## src/sv/oasq_pkg.sv

```systemverilog
`timescale 1ns / 1ps
// ----------------------------------------------------------------------------
// Offboard arming sequencer package
// Shared types, codes and register defaults for the arming sequencer block.
// ----------------------------------------------------------------------------
package oasq_pkg;

	// default width of the tick counters
	localparam int COUNT_BITS_DEF = 8;

	// configuration register indexes
	localparam logic [1:0] CFG_TILT_THRESHOLD    = 2'd0;
	localparam logic [1:0] CFG_MODE_SWITCH_COUNT = 2'd1;
	localparam logic [1:0] CFG_STREAM_TICKS      = 2'd2;
	localparam logic [1:0] CFG_LOSS_TICKS        = 2'd3;

	// configuration reset values
	localparam logic [14:0] TILT_THRESHOLD_RST    = 15'd16384;
	localparam logic [7:0]  MODE_SWITCH_COUNT_RST = 8'd10;
	localparam logic [7:0]  STREAM_TICKS_RST      = 8'd10;
	localparam logic [7:0]  LOSS_TICKS_RST        = 8'd10;

	// set-mode command codes
	localparam logic [1:0] SET_MODE_NONE     = 2'd0;
	localparam logic [1:0] SET_MODE_OFFBOARD = 2'd1;
	localparam logic [1:0] SET_MODE_HOLD     = 2'd2;

	// reported sequencer state codes
	localparam logic [1:0] SEQ_CODE_INIT     = 2'd0;
	localparam logic [1:0] SEQ_CODE_ARM      = 2'd1;
	localparam logic [1:0] SEQ_CODE_OFFBOARD = 2'd2;
	localparam logic [1:0] SEQ_CODE_DISARM   = 2'd3;

	typedef enum logic [3:0] {
		ST_INIT     = 4'b0001,
		ST_ARM      = 4'b0010,
		ST_OFFBOARD = 4'b0100,
		ST_DISARM   = 4'b1000
	} seq_state_t;

	// one tick snapshot
	typedef struct packed {
		logic        is_landed;
		logic        has_failure;
		logic        nav_auto_land;
		logic        nav_offboard;
		logic        is_armed;
		logic [15:0] pitch_demand;
		logic [15:0] roll_demand;
		logic        cmd_enable;
		logic        cmd_present;
	} tick_t;

	// command tracker results for the current tick
	typedef struct packed {
		logic enable_hold;
		logic mode_kind;
		logic tilt_active;
		logic cmd_lost;
	} track_t;

	// sequencer results for the current tick
	typedef struct packed {
		logic       stream_mode;
		logic       arm_request;
		logic       disarm_request;
		logic [1:0] set_mode_code;
		logic [1:0] seq_state;
	} seq_out_t;

	// magnitude of a signed Q1.15 value; -1.0 maps to 32768
	function automatic logic [15:0] magnitude16(input logic [15:0] v);
		logic [15:0] m;
		m = v[15] ? (~v + 16'd1) : v;
		return m;
	endfunction

endpackage

```

## src/sv/oasq_track.sv

```systemverilog
`timescale 1ns / 1ps
// ----------------------------------------------------------------------------
// Command tracker
// Tilt hysteresis counter, command loss counter and held enable bit.
// ----------------------------------------------------------------------------
module oasq_track #(
	parameter int COUNT_BITS = oasq_pkg::COUNT_BITS_DEF
) (
	input  logic                clk,
	input  logic                arst_n,
	input  logic                advance,
	input  oasq_pkg::tick_t     tick,
	input  logic [14:0]         tilt_threshold,
	input  logic [7:0]          mode_switch_count,
	input  logic [7:0]          loss_ticks,
	output oasq_pkg::track_t    trk
);
	localparam int CMP_BITS = (COUNT_BITS > 8) ? COUNT_BITS : 8;
	localparam logic [COUNT_BITS-1:0] CNT_MAX = '1;

	logic [COUNT_BITS-1:0] tilt_q, tilt_d;
	logic [COUNT_BITS-1:0] loss_q, loss_d;
	logic                  hold_q, hold_d;
	logic                  tilted;
	logic [CMP_BITS-1:0]   tilt_x, tilt_dx, loss_x, loss_dx, msc_x, lt_x;

	assign tilted = (oasq_pkg::magnitude16(tick.roll_demand) > {1'b0, tilt_threshold}) ||
		(oasq_pkg::magnitude16(tick.pitch_demand) > {1'b0, tilt_threshold});

	assign tilt_x  = CMP_BITS'(tilt_q);
	assign loss_x  = CMP_BITS'(loss_q);
	assign msc_x   = CMP_BITS'(mode_switch_count);
	assign lt_x    = CMP_BITS'(loss_ticks);
	assign tilt_dx = CMP_BITS'(tilt_d);
	assign loss_dx = CMP_BITS'(loss_d);

	always_comb begin
		tilt_d = tilt_q;
		loss_d = loss_q;
		hold_d = hold_q;
		if (tick.cmd_present) begin
			loss_d = '0;
			hold_d = tick.cmd_enable;
			if (tilted) begin
				if (tilt_x < msc_x && tilt_q != CNT_MAX) begin
					tilt_d = tilt_q + 1'b1;
				end
			end else if (tilt_q != '0) begin
				tilt_d = tilt_q - 1'b1;
			end
		end else begin
			tilt_d = '0;
			if (loss_x <= lt_x && loss_q != CNT_MAX) begin
				loss_d = loss_q + 1'b1;
			end
		end
	end

	assign trk.enable_hold = hold_d;
	assign trk.mode_kind   = tick.cmd_present && (tilt_dx >= msc_x);
	assign trk.tilt_active = (tilt_d != '0);
	assign trk.cmd_lost    = (loss_dx >= lt_x);

	always_ff @(posedge clk or negedge arst_n) begin
		if (!arst_n) begin
			tilt_q <= '0;
			loss_q <= '0;
			hold_q <= 1'b0;
		end else if (advance) begin
			tilt_q <= tilt_d;
			loss_q <= loss_d;
			hold_q <= hold_d;
		end
	end

endmodule

```

## src/sv/oasq_seq.sv

```systemverilog
`timescale 1ns / 1ps
// ----------------------------------------------------------------------------
// Arming sequencer
// INIT / ARM / OFFBOARD / DISARM state machine with stream counter.
// ----------------------------------------------------------------------------
module oasq_seq #(
	parameter int COUNT_BITS = oasq_pkg::COUNT_BITS_DEF
) (
	input  logic                clk,
	input  logic                arst_n,
	input  logic                advance,
	input  oasq_pkg::tick_t     tick,
	input  logic                enable_hold,
	input  logic [7:0]          stream_ticks,
	output oasq_pkg::seq_out_t  seq
);
	localparam int CMP_BITS = (COUNT_BITS > 8) ? COUNT_BITS : 8;
	localparam logic [COUNT_BITS-1:0] CNT_MAX = '1;

	oasq_pkg::seq_state_t  state_q, state_d;
	logic                  entry_q, entry_d;
	logic [COUNT_BITS-1:0] sc_q, sc_d, sc_base;

	assign sc_base = entry_q ? '0 : sc_q;

	always_comb begin
		state_d = state_q;
		entry_d = 1'b0;
		sc_d    = sc_q;
		seq.stream_mode    = 1'b0;
		seq.arm_request    = 1'b0;
		seq.disarm_request = 1'b0;
		seq.set_mode_code  = oasq_pkg::SET_MODE_NONE;
		case (state_q)
			oasq_pkg::ST_INIT: begin
				if (!enable_hold) begin
					sc_d    = '0;
					state_d = oasq_pkg::ST_DISARM;
					entry_d = 1'b1;
				end else begin
					seq.stream_mode = 1'b1;
					sc_d = (sc_base == CNT_MAX) ? sc_base : sc_base + 1'b1;
				end
				// stream run complete: go arm, even over a drop to DISARM
				if (CMP_BITS'(sc_d) >= CMP_BITS'(stream_ticks)) begin
					state_d = oasq_pkg::ST_ARM;
					entry_d = 1'b1;
				end
			end
			oasq_pkg::ST_ARM: begin
				if (!enable_hold) begin
					sc_d    = '0;
					state_d = oasq_pkg::ST_DISARM;
					entry_d = 1'b1;
				end else if (tick.is_armed) begin
					state_d = oasq_pkg::ST_OFFBOARD;
					entry_d = 1'b1;
				end else begin
					seq.stream_mode = 1'b1;
					seq.arm_request = !tick.has_failure;
				end
			end
			oasq_pkg::ST_OFFBOARD: begin
				if (entry_q) begin
					seq.set_mode_code = oasq_pkg::SET_MODE_OFFBOARD;
				end
				if (enable_hold) begin
					if (!tick.is_armed || !tick.nav_offboard) begin
						state_d = oasq_pkg::ST_INIT;
						entry_d = 1'b1;
					end else begin
						seq.stream_mode = 1'b1;
					end
				end else begin
					state_d = oasq_pkg::ST_DISARM;
					entry_d = 1'b1;
				end
			end
			oasq_pkg::ST_DISARM: begin
				seq.set_mode_code  = oasq_pkg::SET_MODE_HOLD;
				seq.disarm_request = tick.is_armed && tick.nav_auto_land && tick.is_landed;
				if (enable_hold) begin
					state_d = oasq_pkg::ST_INIT;
					entry_d = 1'b1;
				end
			end
			default: begin
				state_d = oasq_pkg::ST_INIT;
				entry_d = 1'b1;
			end
		endcase

		case (state_d)
			oasq_pkg::ST_INIT:     seq.seq_state = oasq_pkg::SEQ_CODE_INIT;
			oasq_pkg::ST_ARM:      seq.seq_state = oasq_pkg::SEQ_CODE_ARM;
			oasq_pkg::ST_OFFBOARD: seq.seq_state = oasq_pkg::SEQ_CODE_OFFBOARD;
			oasq_pkg::ST_DISARM:   seq.seq_state = oasq_pkg::SEQ_CODE_DISARM;
			default:               seq.seq_state = oasq_pkg::SEQ_CODE_INIT;
		endcase
	end

	always_ff @(posedge clk or negedge arst_n) begin
		if (!arst_n) begin
			state_q <= oasq_pkg::ST_INIT;
			entry_q <= 1'b1;
			sc_q    <= '0;
		end else if (advance) begin
			state_q <= state_d;
			entry_q <= entry_d;
			sc_q    <= sc_d;
		end
	end

endmodule

```

## src/sv/offboard_arming_sequencer_unit.sv

```systemverilog
`timescale 1ns / 1ps
// ----------------------------------------------------------------------------
// Offboard arming sequencer unit
// Per-tick arming / offboard sequencer with tilt and command loss tracking.
// ----------------------------------------------------------------------------
// Usage:
//   s_axis carries one tick snapshot per control cycle; m_axis returns exactly
//   one result per tick, in order. A request is taken at a clock edge where
//   tvalid and tready are both high.
//   The tick lands in an input register (_s1); one pass of shallow compare and
//   counter logic then writes the result register and updates the sequencer
//   and counter state together. Throughput is one tick per cycle while the
//   receiver does not stall, set by the single state update per tick.
//   When the receiver stalls, the result register holds, the input register
//   fills and s_axis_tready drops only once both are occupied.
//   cfg_we writes register cfg_index (0 tilt_threshold, 1 mode_switch_count,
//   2 stream_ticks, 3 loss_ticks) on the clock edge; write only while idle.
//   arst_n restores the register defaults, puts the sequencer in INIT with its
//   entry flag set, clears all counters and the held enable bit, and empties
//   both register stages.
// ----------------------------------------------------------------------------
module offboard_arming_sequencer_unit #(
	parameter int COUNT_BITS = oasq_pkg::COUNT_BITS_DEF
) (
	input  logic        clk,
	input  logic        arst_n,
	input  logic        cfg_we,
	input  logic [1:0]  cfg_index,
	input  logic [14:0] cfg_data,
	input  logic        s_axis_tvalid,
	output logic        s_axis_tready,
	// [0] cmd_present, [1] cmd_enable, [17:2] roll_demand, [33:18] pitch_demand,
	// [34] is_armed, [35] nav_offboard, [36] nav_auto_land, [37] has_failure,
	// [38] is_landed, [39] zero
	input  logic [39:0] s_axis_tdata,
	output logic        m_axis_tvalid,
	input  logic        m_axis_tready,
	// [0] stream_mode, [1] setpoint_kind, [2] mode_kind, [3] arm_request,
	// [4] disarm_request, [6:5] set_mode_code, [8:7] seq_state, [9] cmd_lost,
	// [15:10] zero
	output logic [15:0] m_axis_tdata
);

	// configuration registers
	logic [14:0] tilt_threshold_q;
	logic [7:0]  mode_switch_count_q;
	logic [7:0]  stream_ticks_q;
	logic [7:0]  loss_ticks_q;

	always_ff @(posedge clk or negedge arst_n) begin
		if (!arst_n) begin
			tilt_threshold_q    <= oasq_pkg::TILT_THRESHOLD_RST;
			mode_switch_count_q <= oasq_pkg::MODE_SWITCH_COUNT_RST;
			stream_ticks_q      <= oasq_pkg::STREAM_TICKS_RST;
			loss_ticks_q        <= oasq_pkg::LOSS_TICKS_RST;
		end else if (cfg_we) begin
			case (cfg_index)
				oasq_pkg::CFG_TILT_THRESHOLD:    tilt_threshold_q    <= cfg_data;
				oasq_pkg::CFG_MODE_SWITCH_COUNT: mode_switch_count_q <= cfg_data[7:0];
				oasq_pkg::CFG_STREAM_TICKS:      stream_ticks_q      <= cfg_data[7:0];
				oasq_pkg::CFG_LOSS_TICKS:        loss_ticks_q        <= cfg_data[7:0];
				default: ;
			endcase
		end
	end

	// input stage
	oasq_pkg::tick_t tick_s1;
	logic            valid_s1;
	logic            advance;
	logic            in_take;

	// advance the held tick when the result register is free or being drained
	assign advance       = valid_s1 && (!m_axis_tvalid || m_axis_tready);
	assign s_axis_tready = !valid_s1 || advance;
	assign in_take       = s_axis_tvalid && s_axis_tready;

	always_ff @(posedge clk or negedge arst_n) begin
		if (!arst_n) begin
			valid_s1 <= 1'b0;
		end else if (s_axis_tready) begin
			valid_s1 <= s_axis_tvalid;
		end
	end

	// payload needs no reset; load on every taken request
	always_ff @(posedge clk) begin
		if (in_take) begin
			tick_s1 <= oasq_pkg::tick_t'(s_axis_tdata[38:0]);
		end
	end

	// per-tick logic
	oasq_pkg::track_t   trk;
	oasq_pkg::seq_out_t seq;

	oasq_track #(
		.COUNT_BITS(COUNT_BITS)
	) u_track (
		.clk              (clk),
		.arst_n           (arst_n),
		.advance          (advance),
		.tick             (tick_s1),
		.tilt_threshold   (tilt_threshold_q),
		.mode_switch_count(mode_switch_count_q),
		.loss_ticks       (loss_ticks_q),
		.trk              (trk)
	);

	oasq_seq #(
		.COUNT_BITS(COUNT_BITS)
	) u_seq (
		.clk         (clk),
		.arst_n      (arst_n),
		.advance     (advance),
		.tick        (tick_s1),
		.enable_hold (trk.enable_hold),
		.stream_ticks(stream_ticks_q),
		.seq         (seq)
	);

	// result stage
	logic [9:0] result_q;

	always_ff @(posedge clk or negedge arst_n) begin
		if (!arst_n) begin
			m_axis_tvalid <= 1'b0;
		end else if (advance) begin
			m_axis_tvalid <= 1'b1;
		end else if (m_axis_tready) begin
			m_axis_tvalid <= 1'b0;
		end
	end

	always_ff @(posedge clk) begin
		if (advance) begin
			// setpoint kind only shows while streaming
			result_q <= {trk.cmd_lost, seq.seq_state, seq.set_mode_code,
				seq.disarm_request, seq.arm_request, trk.mode_kind,
				seq.stream_mode && trk.tilt_active, seq.stream_mode};
		end
	end

	assign m_axis_tdata = {6'd0, result_q};

endmodule
```

## config.mk

```make
export PLATFORM = sky130hd
export DESIGN_NAME = offboard_arming_sequencer_unit
export DESIGN_NICKNAME = d
export VERILOG_FILES = /design/src/sv/oasq_pkg.sv /design/src/sv/oasq_track.sv /design/src/sv/oasq_seq.sv /design/src/sv/offboard_arming_sequencer_unit.sv
export SDC_FILE = /design/constraint.sdc
export NUM_CORES = 1
export LEC_CHECK = 0
export BUFFER_PORTS_ARGS = -buffer_cell sky130_fd_sc_hd__clkbuf_2
export CORE_MARGIN = 4
export CORE_UTILIZATION = 56
export CTS_CLUSTER_DIAMETER = 200
export DETAILED_ROUTE_END_ITERATION = 10
export PLACE_DENSITY = 0.81
export SLEW_MARGIN = 20
export SYNTH_ARGS = -nofsm -noshare
export SYNTH_HDL_FRONTEND = slang
export SYNTH_SLANG_ARGS = --single-unit
```

## constraint.sdc

```tcl
create_clock -name clk -period 6.8 [get_ports clk]
set_clock_uncertainty 0.15 [all_clocks]
set_input_delay 1.02 -clock clk [delete_from_list [all_inputs] [get_ports clk]]
set_output_delay 1.02 -clock clk [all_outputs]
set_load 0.05 [all_outputs]
```

* After elaboration in Yosys (flattened, before gate mapping)
Index checks and enable logic that the tools add are counted.
** Word-level totals
- Register bits after elaboration :: 120
- Latch bits :: 0
- Bits in writable memories :: 0
- ROM bits :: 0
- Input port bits :: 62
- Output and inout port bits :: 18
- Logic and storage cells :: 124
- Memories kept :: 0
** Cells by class
- $add $sub $neg :: 6
- Multipliers :: 0
- Divide/modulo/power cells :: 0
- Order comparisons :: 7
- Equal/unequal tests :: 14
- Shifts and indexed selects :: 0
- Mux-type cells :: 41
- Bitwise operators :: 4
- Reduce and logical (&&, ||, !) cells :: 28
** Operator list (count)
- $mux W8 :: 11
- $add A16 B1 Y16 const B :: 2
- $gt A16 B15 Y1 :: 2
- $mux W16 :: 2
- $not A16 Y16 :: 2
- $mux W4 :: 7
- $add A8 B1 Y8 const B :: 3
- $ge A8 B8 Y1 :: 3
- $ne A8 B8 Y1 const B :: 2
- $pmux W4 S4 :: 1
- $pmux W8 S2 :: 1
- $reduce_bool A8 Y1 :: 2
- $mux W1 :: 13
- $eq A4 B2 Y1 const B :: 2
- $eq A4 B3 Y1 const B :: 2
- $eq A4 B4 Y1 const B :: 2
- $eq A8 B8 Y1 const B :: 1
- $le A8 B8 Y1 :: 1
- $logic_and A1 B1 Y1 :: 8
- $lt A8 B8 Y1 :: 1
- $reduce_and A2 Y1 :: 4
- $sub A8 B1 Y8 const B :: 1
- $pmux W2 S3 :: 1
- $logic_not A1 Y1 :: 5
- other kinds (14) :: 21

* Depth between registers and ports, before layout
Gate-level depths: netlist of run 1.
- Depth in word-level cells :: 10
- Depth in mapped cells :: 25
- Gate-level depth less buffers :: 24

* Hierarchy
A second synthesis of run 1 with hierarchy kept.
** Second synthesis, totals
- Cell total of the unflattened synthesis :: 781
- Area, all modules :: 8085.3 µm²
** By module, submodules not included
- oasq_track :: times used 1, cells an instance 457, area each 3619.7 µm², sequential area each 425.4 µm²
- offboard_arming_sequencer_unit :: times used 1, cells an instance 148, area each 3085.5 µm², sequential area each 2506.2 µm²
- oasq_seq :: times used 1, cells an instance 176, area each 1380.1 µm², sequential area each 327.8 µm²

* Worst setup path after synthesis of run 1
No wires, ideal clock.
- Path kind :: reg-to-reg
- Start :: reg tick_s1[27] (netlist bit)
- End :: reg result_q[2] (data pin)
- Setup time :: 0.259 ns
- Data arrival time :: 5.170 ns
- Data required time :: 6.391 ns
- Setup slack :: 1.222 ns
- Cell stages (with the launch flop) :: 24
- Path buffers :: 1
- Period minus slack after synthesis :: 5.578 ns
- Cell sequence :: edfxtp_1 or4_1 or3_1 o31ai_1 xnor2_1 ha_1 nand3_1 nor2_1 or4_1 or3_1 and2_4 or3_1 buf_2 o221ai_1 nand2_1 inv_1 ha_1 a21o_1 a21o_1 a21o_1 a21o_1 a21o_1 a21oi_1 nor2_1
** RTL lines
- from (decl) :: RTL line offboard_arming_sequencer_unit.sv:68 : oasq_pkg::tick_t tick_s1;
- from (signal assigned) :: RTL line offboard_arming_sequencer_unit.sv:89 : tick_s1 <= oasq_pkg::tick_t'(s_axis_tdata[38:0]);
- to (signal assigned) :: RTL line offboard_arming_sequencer_unit.sv:138 : result_q <= {trk.cmd_lost, seq.seq_state, seq.set_mode_code,
- to (decl) :: RTL line offboard_arming_sequencer_unit.sv:123 : logic [9:0] result_q;

==> results.md, run 1 <==
- Outcome: complete, no violations
- Largest net degree at the start of global routing: slightly above 70
- Worst path cell trace: or4_1, or3_1, o31ai_1, xnor2_1, ha_1, nand3_1, nor2_1, or4_1, or3_1, and2_4, nor3_1, a221o_1, nand2_1, inv_1, ha_1, a21o_1, a21o_1, a21o_1, a21o_1, a21o_1, a21oi_1, nor2_1
- Synth warn: 0
- # Max-Cap Violations: 0
- Routed WL: 17.1 mm
- CTS HTree Levels: 4
- CTS root buffer: clkbuf_16
- Total GRT Usage: 23.8%
- FF-to-FF path depth: 22
- Total Nets Final: between 900 and 1000
- Core Region: 13200 µm²
- Rel. slew slack: a little under two fifths
- Slew @ Worst Pin: between 0.9 and 1 ns
- Final WS setup: ~0.60 ns
- CTS tree: yes
- Setup violators final: 0
- Main synth FF type: dfrtp_1
- Drt pass-1 iters: 5
- Post-CTS Hold Buffers: 0
- Adder-cell share of the synthesized area: 12.6%
- Crit end category: flip-flop
- Max Freq: ~160 MHz
- Critical Path Start Type: flip-flop
- First-pass GRT wire length: 28.0 mm
- Post-synth EDFFs: 49
- Req. time, crit path: between 6 and 7 ns
- VDD IR max: 0.220 mV
- RR Endpoint: result_q[2]$_DFFE_PP_
- WHS Endpoint: m_axis_tvalid$_DFFE_PN0P_
- Antenna Cells: 0
- WS Path Type: reg -> reg
- Compound-Gate Fraction of Synth Area: 14.0%
- Num CTS Buffers: 17
- Design Area, Final: 8680 µm²
- Drc violations: 0
- Fraction of layout cells with a size suffix above 1: 19.6%
- Vias per cell: a little under 6
- Die Y: between 100 and 150 µm
- P&R area growth vs syn: 15.4%
- Slowest cell on the critical path: or4_1
- I/O Pins: 80
- Post-Synth XOR/XNOR Area: under 10%
- Final Hold Viols: 0
- Pwr per Cell Area: 332 nW/µm²
- Fin util: 65.8%
- Final HPWL DP: 12.8 mm
- Antenna violations before repair: 0
- Most used cell, CP: a21o_1
- Count of pins over their slew limit: 0
- GRT overflow: 0
- Filler cells: between 1000 and 1500
- Hold path cells: 1
- Initial DRC count: 287
- Async SR Flop Fraction: 59.2%
- Clk slew on worst S/H paths: 0.05 ns
- Post-CTS setup repair buffer count: 0
- CP Depth: 22
- GPL Wtd Cong: roughly 0.91
- CP Buf/Inv Count: 1
- Dpl cell area: 8050 µm²
- Hold path start: valid_s1$_DFFE_PN0N_
- Die width: 124 µm
- Cell variety after synth: 64
- Synthesized cell area: 7530 µm²
- Clock sinks: 120
- Avg Cell Area, Syn: 10.2 µm²
- Port bufs: 72
- Post_cts resized: 0
- Period utilisation layout: 91.2%
- Leak pwr: 3.89 nW
- Delay-heaviest family, CP: simple AND/OR/NAND/NOR gates
- Setup WS pre-CTS: between 0.7 and 0.8 ns
- Clock buffer depth: 2
- Min Tclk post-route: 6.20 ns
- Worst hold path class: reg -> reg
- Post-synthesis mux area share: 5.09%
- Antenna-violating nets left: 0
- R2r setup slk: 0.60 ns
- Rows: 42
- Largest family of logic cells by synthesized area: simple AND/OR/NAND/NOR gates
- Die Area: 15400 µm²
- R2r startpoint: tick_s1[27]$_DFFE_PP_
- Wire length per cell: 17.0 µm
- Slowest cell delay on critical path: 0.58 ns
- Clock latency on the worst-skew pair: 0.43 ns
- #FFs+latches synth: 120
- Sequential element share of the synthesized area: 43.3%
- Vias in the first global route: 6072
- Setup TNS: 0 ns
- RSZ-0062 raised after global routing: false
- Synth Instances: 738
- Arr. time, crit path: 6.22 ns
- Routed vias: approximately 6000
- Post-Synth Simple-Gate Area: 15.8%
- Initial Utilization: 57.1%
- Worst-path fanout max: 6
-- layout by cell type, fill, tap and decap left out, types with 17 or more instances in the layout --
cell / instances
nand2_1: 76
ha_1: 76
clkbuf_2: 71
dfrtp_1: 62
inv_1: 52
edfxtp_1: 49
o21ai_0: 47
xnor2_1: 36
mux2_2: 30
nor2_1: 29
a21oi_1: 27
clkbuf_16: 20
a21o_1: 18
nand2b_1: 17
-- through the flow --
stage | hold WS (ns) | instances | power (mW)
6_report | 0.343 | 1003 | 2.88
5_1_grt | 0.362 | 1003 | 3.05
2_1_floorplan | 0.307 | 743 | 1.71
3_5_place_dp | 0.334 | 971 | 1.95
4_1_cts | 0.350 | 1003 | 2.88
3_3_place_gp | 0.323 | 971 | 1.89
-- cell type report --
type                    instances  area, µm²  area share, %
clock inverters                 4       47.5          0.548
well taps                     176        220           2.54
repair buffers                 76        390           4.50
multi-input cells             546       3990           45.9
flip-flops and latches        120       3260           37.5
inverters                      53        199           2.29
clock buffers                  28        581           6.69
-- kinds of logic after synthesis --
logic type | after synthesis
compound gates | 160
xor+xnor | 42
fa+ha+maj | 76
buf+inv | 77
flops | 120
mux | 34
other cells | 1
simple gates | 228
-- per-layer routing --
layer  global-route usage [%]  vias to the layer above  wire, µm  share of wire [%]
met5                        0                        -         0                  0
met3                     6.63                       54       892                5.2
met4                     12.5                        0       690                4.0
li1                         -                     2835         -                  -
met2                     41.9                      171      8730                 51
met1                     26.0                     2789      6740                 40
-- where the power goes --
part	internal (mW)	switching [mW]	leakage (nW)
clock network	0.615	0.311	0.308
logic	0.406	0.540	2.23
registers	0.887	0.122	1.35
total	1.91	0.974	3.89
-- how the worst max path moves through the flow --
| stage | from | end |
|---|---|---|
| final | tick_s1[27]$_DFFE_PP_ | result_q[2]$_DFFE_PP_ |
| after global placement | tick_s1[27]$_DFFE_PP_ | result_q[2]$_DFFE_PP_ |
| after CTS | tick_s1[27]$_DFFE_PP_ | result_q[2]$_DFFE_PP_ |
| after global routing | tick_s1[27]$_DFFE_PP_ | result_q[2]$_DFFE_PP_ |
| after detailed placement | tick_s1[27]$_DFFE_PP_ | result_q[2]$_DFFE_PP_ |
| after floorplan | tick_s1[27]$_DFFE_PP_ | result_q[2]$_DFFE_PP_ |
-- cells in the mapped netlist (10+ instances only) --
master	instances	area, µm²
ha_1	76	951
nand2_1	76	285
dfrtp_1	62	1550
inv_1	52	195
edfxtp_1	49	1470
o21ai_0	47	235
xnor2_1	36	315
mux2_2	30	338
nor2_1	29	109
a21oi_1	27	135
a21o_1	18	135
clkbuf_1	17	63.8
nand2b_1	17	106
nor3_1	16	80.1
nand3_1	15	75.1
o31ai_1	13	97.6
nand4_1	12	75.1
nor2b_1	10	62.6
-- worst reg2reg max path, delay by kind of cell (launching register included) --
family | cells | cell delay (ns)
fa+ha+maj | 2 | 0.48
xor+xnor | 1 | 0.17
buf+inv | 1 | 0.09
simple gates | 10 | 3.02
flops | 1 | 0.43
compound gates | 8 | 1.60
-- sequential cells by signal, indices dropped and copies added, names as in the netlist --
signal	flops
tick_s1	39
tilt_threshold_q	15
result_q	10
loss_ticks_q	8
mode_switch_count_q	8
stream_ticks_q	8
u_seq.sc_q	8
u_track.loss_q	8
u_track.tilt_q	8
u_seq.state_q	4
m_axis_tvalid	1
u_seq.entry_q	1
u_track.hold_q	1
valid_s1	1
No activity file was read; power rests on OpenSTA's default activity.
==> run 2: changes to the inputs <==
ABC_AREA = 1   (was unset)
PLACE_DENSITY = 0.8   (was 0.81)
==> results.md, run 2 <==
- Outcome: complete, no violations
- Largest registers: tick_s1: 39 flops, tilt_threshold_q: 15 flops, result_q: 10 flops
- Avg Cell Area, Syn: 8.25 µm²
- R2r startpoint: tick_s1[18]$_DFFE_PP_
- Clock buffer depth: 2
- Cell variety after synth: 54
- Setup crit start: tick_s1[18]$_DFFE_PP_
- Wire length per cell: 13.8 µm
- Port bufs: 72
- Setup TNS: 0 ns
- WS Path Type: reg -> reg
- Worst hold path class: reg -> reg
- Synth Instances: roughly 960
- Commonest non-fill, non-tap cell in the layout: nand2_1
- # Max-Cap Violations: 0
- Fin util: 64.8%
- Post-synth EDFFs: 49
- Die Area: 16100 µm²
- Die Y: between 100 and 150 µm
- Main synth FF type: dfrtp_1
- Post-CTS setup repair buffer count: 0
- Die width: 127 µm
- Setup violators final: 0
- Slew @ Worst Pin: slightly above 1 ns
- Synth warn: 0
- Post-synth top area share: 19.5%
- I/O Pins: 80
- Rows: 43
- Clock sinks: 120
- Pwr per Cell Area: 350 nW/µm²
- Antenna Cells: 0
- Total Nets Final: roughly 1200
- Area leader, netlist: dfrtp_1
- Vias per cell: 5.35
- Vias in the first global route: between 6000 and 7000
- Fraction of layout cells with a size suffix above 1: between 15 and 20%
- Arr. time, crit path: 4.48 ns
- Routed vias: 6565
- Max Freq: 224 MHz
- #FFs+latches synth: between 100 and 150
- P&R area growth vs syn: 13.4%
- Count of pins over their slew limit: 0
- Hold path start: mode_switch_count_q[2]$_DFFE_PN0P_
- First-pass GRT wire length: 28.6 mm
- Drt pass-1 iters: 5
- Drc violations: 0
- Post-CTS Hold Buffers: 0
- CTS root buffer: clkbuf_16
- Post_cts resized: 0
- CTS tree: yes
- Rel. slew slack: between 30% and 40%
- Crit end category: flip-flop
- VDD IR max: 0.231 mV
- Req. time, crit path: 6.82 ns
- WHS: roughly 0.33 ns
- Final HPWL DP: 12.2 mm
- Routed WL: around 17 mm
- CTS HTree Levels: 4
- Critical Path Start Type: flip-flop
- Most frequent cells in the layout: nand2_1, inv_1, ha_1
- Largest Register: tick_s1
- Initial DRC count: between 500 and 600
- Commonest cells post-synth: nand2_1, inv_1, ha_1
- GRT overflow: 0
- Most frequent cell after synthesis: nand2_1
- Clock latency on the worst-skew pair: 0.42 ns
- Clk slew on worst S/H paths: about 0.06 ns
- Filler cells: 1156
- GPL Wtd Cong: around 0.9
- Number of flip-flops in the largest register: 39
- Antenna-violating nets left: 0
- Synthesized cell area: 7940 µm²
- Async SR Flop Fraction: 59.2%
- Final Hold Viols: 0
- Min Tclk post-route: 4.46 ns
- Total GRT Usage: 21.9%
- Largest net degree at the start of global routing: 72
- Worst-path fanout max: 9
- Antenna violations before repair: 0
- Leak pwr: 4.51 nW
- Core Region: about 14000 µm²
- Area contributors post-synth: dfrtp_1, edfxtp_1, ha_1
- Initial Utilization: 57.2%
- RSZ-0062 raised after global routing: false
- Num CTS Buffers: 17
- Sequential element share of the synthesized area: between 40% and 50%
- Period utilisation layout: 65.5%
## run 2: changes by cell type in the layout (fill, tap and decap cells not counted), sizes merged, moves of 26 or more
cell	change
inv	+97
nor2	+47
mux2	-31
nand2	+144
nand3	+40
o21ai	+28
xnor2	-26
## run 2: final cells by class
type / instances / area, µm² / share of cell area [%]
clock buffers: 19 / 464 / 5.16
flip-flops and latches: 120 / 3260 / 36.2
well taps: 180 / 225 / 2.50
inverters: 149 / 564 / 6.27
multi-input cells: 671 / 3990 / 44.3
clock inverters: 13 / 118 / 1.31
repair buffers: 75 / 383 / 4.25
## run 2: worst paths after layout
kind                                                 endpoint  slack (ns)  depth (start not counted)
setup / recovery                        result_q[2]$_DFFE_PP_        2.34                         25
hold / removal             mode_switch_count_q[2]$_DFFE_PN0P_        0.33                          2
setup reg to reg                        result_q[2]$_DFFE_PP_        2.34                         25
hold reg to reg            mode_switch_count_q[2]$_DFFE_PN0P_        0.33                          2
max in group asynchronous     tilt_threshold_q[1]$_DFFE_PN0P_        5.25                          2
min in group asynchronous                valid_s1$_DFFE_PN0N_        0.65                          2
## run 2: critical path, stage by stage (launching register included)
cell	delay (ns)
edfxtp_1	0.37
inv_1	0.12
ha_1	0.16
inv_1	0.06
nor4_1	0.32
nand2_1	0.11
nor3_1	0.22
nand2_1	0.10
o21ai_0	0.20
xor2_1	0.10
ha_1	0.31
nand3_1	0.13
nor3_1	0.32
nand4_1	0.21
nand2_4	0.18
nand2_4	0.09
nand2_1	0.08
nand3_2	0.10
inv_1	0.08
ha_1	0.23
a21oi_1	0.14
o21ai_0	0.09
nand2_1	0.07
o2111ai_1	0.12
nand2_1	0.09
inv_1	0.04
## run 2: cell families (layout without fill, tap and decap cells)
kind of cell / count (synthesis) / after routing / share of synthesized area [%]
buffers and inverters: 176 / 256 / 9.03
other: 1 / 6 / 0.0472
AND/OR/NAND/NOR: 399 / 399 / 23.2
AO/OA/AOI/OAI: 153 / 153 / 10.7
flip-flops: 120 / 120 / 41.1
XOR/XNOR: 37 / 37 / 4.08
adder cells (fa/ha/maj): 76 / 76 / 12.0
## run 2: metal layers
| metal | track usage [%] | wire (µm) | vias to the layer above |
|---|---|---|---|
| met5 | 0 | 0 | - |
| met4 | 9.09 | 399 | 0 |
| met3 | 4.39 | 796 | 34 |
| met2 | 36.1 | 8260 | 182 |
| met1 | 28.4 | 7490 | 3049 |
| li1 | - | - | 3300 |
## run 2: power breakdown
group	internal (mW)	switching (mW)
clock network	0.535	0.344
registers	0.913	0.132
logic	0.441	0.787
## run 2: stage by stage
stage	instance area, µm²	worst slack [ns]	instances	power, mW
6_report	9000	2.34	1227	3.15
2_1_floorplan	7960	3.05	967	2.00
3_3_place_gp	8410	2.56	1195	2.21
4_1_cts	8990	2.40	1227	3.15
5_1_grt	9000	1.96	1227	3.39
3_5_place_dp	8410	2.52	1195	2.26
==> run 3: changes to the inputs <==
clock period = 4.45 ns   (was 6.8 ns; I/O delays follow)
==> results.md, run 3 (synthesis gave the netlist of run 2 again) <==
- I/O Pins: 80
- Setup violators final: 0
- Arr. time, crit path: 4.18 ns
- Clock buffer depth: 2
- Design Area, Final: 9110 µm²
- Final HPWL DP: 12.5 mm
- Commonest non-fill, non-tap cell in the layout: nand2_1
- Num CTS Buffers: 17
- Drc violations: 0
- Antenna Cells: 0
- Slew @ Worst Pin: 1.08 ns
- Dpl cell area: between 8000 and 9000 µm²
- Die Y: 127 µm
- Max Freq: 240 MHz
- # Max-Cap Violations: 0
- Initial DRC count: 595
- Clock sinks: 120
- Footprint of the multi-input gates: 4070 µm²
- Min Tclk post-route: around 4.2 ns
- Clock latency on the worst-skew pair: 0.42 ns
- Largest registers: tick_s1: 39 flops, tilt_threshold_q: 15 flops, result_q: 10 flops
- P&R area growth vs syn: 14.7%
- Die width: 127 µm
- Most used cell, CP: nand2_1
- Filler cells: 1103
- Fraction of layout cells with a size suffix above 1: 17.1%
- Core Region: ~14000 µm²
- Routed vias: roughly 6600
- Worst hold path class: in -> async
- GRT overflow: 0
- Drt pass-1 iters: 6
- Wire length per cell: 13.9 µm
- Final Hold Viols: 0
- Post-CTS Hold Buffers: 0
- Routed WL: 17.1 mm
- CTS HTree Levels: 4
- Port bufs: 72
- Slowest cell on the critical path: edfxtp_1
- Total Nets Final: roughly 1200
- Die Area: around 16000 µm²
- Vias per cell: about 5.3
- Count of pins over their slew limit: 0
- Number of flip-flops in the largest register: 39
- Initial Utilization: between 50% and 60%
- Largest net degree at the start of global routing: 51
- Period utilisation layout: 93.5%
- Pwr per Cell Area: between 500 and 600 nW/µm²
- WS Path Type: reg -> reg
- Setup TNS: 0 ns
- Register Area: ~3300 µm²
- Outcome: complete, no violations
- Vias in the first global route: 6163
- Total GRT Usage: a little over a fifth
- Most frequent cells in the layout: nand2_1, inv_1, ha_1
- Antenna violations before repair: 0
- Antenna-violating nets left: 0
- CTS tree: yes
- VDD IR max: around 0.36 mV
- Rel. slew slack: around 28%
- Worst-path fanout max: 8
- Crit end category: flip-flop
- Clk slew on worst S/H paths: 0.05 ns
- Total power after layout: a little under 5 mW
- Leak pwr: 4.53 nW
- CTS root buffer: clkbuf_16
- Rows: 43
- Critical Path Start Type: flip-flop
- First-pass GRT wire length: 28.5 mm
- Largest Register: tick_s1
- GPL Wtd Cong: 0.888
- Slowest cell delay on critical path: around 0.38 ns
- Req. time, crit path: 4.47 ns
-- run 3: timing repair --
item / 4_1_cts / 5_1_grt
endpoints found under the setup margin: 0 / 1
buffers inserted: 0 / 3
gates resized for setup: 0 / 18
-- run 3: cell type report --
cell class | instances | share of cell area, %
clock buffer | 19 | 4.86
tap | 180 | 2.47
multi-input combinational | 671 | 44.6
clock inverter | 13 | 1.42
inverter | 149 | 6.20
timing repair buffer | 80 | 4.62
sequential | 120 | 35.8
-- run 3: power breakdown --
group / switching (mW) / internal (mW) / leakage (nW)
Combinational: 1.23 / 0.715 / 2.90
Sequential: 0.204 / 1.40 / 1.36
Clock: 0.494 / 0.832 / 0.276
-- run 3: worst max-delay path, delay by kind of cell, from the launching register on --
kind	cells	cell delay (ns)
adders and majority gates	3	0.69
buffers and inverters	5	0.33
DFF	1	0.38
xor gates and xnor gates	1	0.24
and+or+nand+nor	15	1.47
AOI/OAI and AO/OA	4	0.67
-- run 3: worst paths after layout --
path,end,slack [ns],depth (start not counted),start
max,result_q[2]$_DFFE_PP_,0.29,28,tick_s1[2]$_DFFE_PP_
min,valid_s1$_DFFE_PN0N_,0.08,1,arst_n
max reg2reg,result_q[2]$_DFFE_PP_,0.29,28,tick_s1[2]$_DFFE_PP_
min reg2reg,mode_switch_count_q[2]$_DFFE_PN0P_,0.33,2,mode_switch_count_q[2]$_DFFE_PN0P_
max in group asynchronous,tilt_threshold_q[0]$_DFFE_PN0P_,3.06,2,arst_n
min in group clk,tick_s1[12]$_DFFE_PP_,0.27,1,s_axis_tdata[12]
-- run 3: through the flow --
stage | cells | hold slack [ns] | util [%] | setup WS (ns)
final | 1232 | 0.0772 | 65.6 | 0.288
after global routing | 1232 | 0.116 | 65.6 | -0.0401
after CTS | 1229 | 0.0837 | 64.8 | 0.0976
after detailed placement | 1197 | 0.324 | 60.7 | 0.233
after global placement | 1197 | 0.317 | 60.7 | 0.328
after floorplan | 967 | 0.222 | - | 0.701
-- run 3: routing by layer --
metal	global-route usage, %	wire length, µm	vias to the layer above	share of wire (%)
li1	-	-	3318	-
met1	28.4	7580	3048	44
met2	35.5	8190	180	48
met3	4.89	776	36	4.5
met4	8.64	539	0	3.2
met5	0	0	-	0
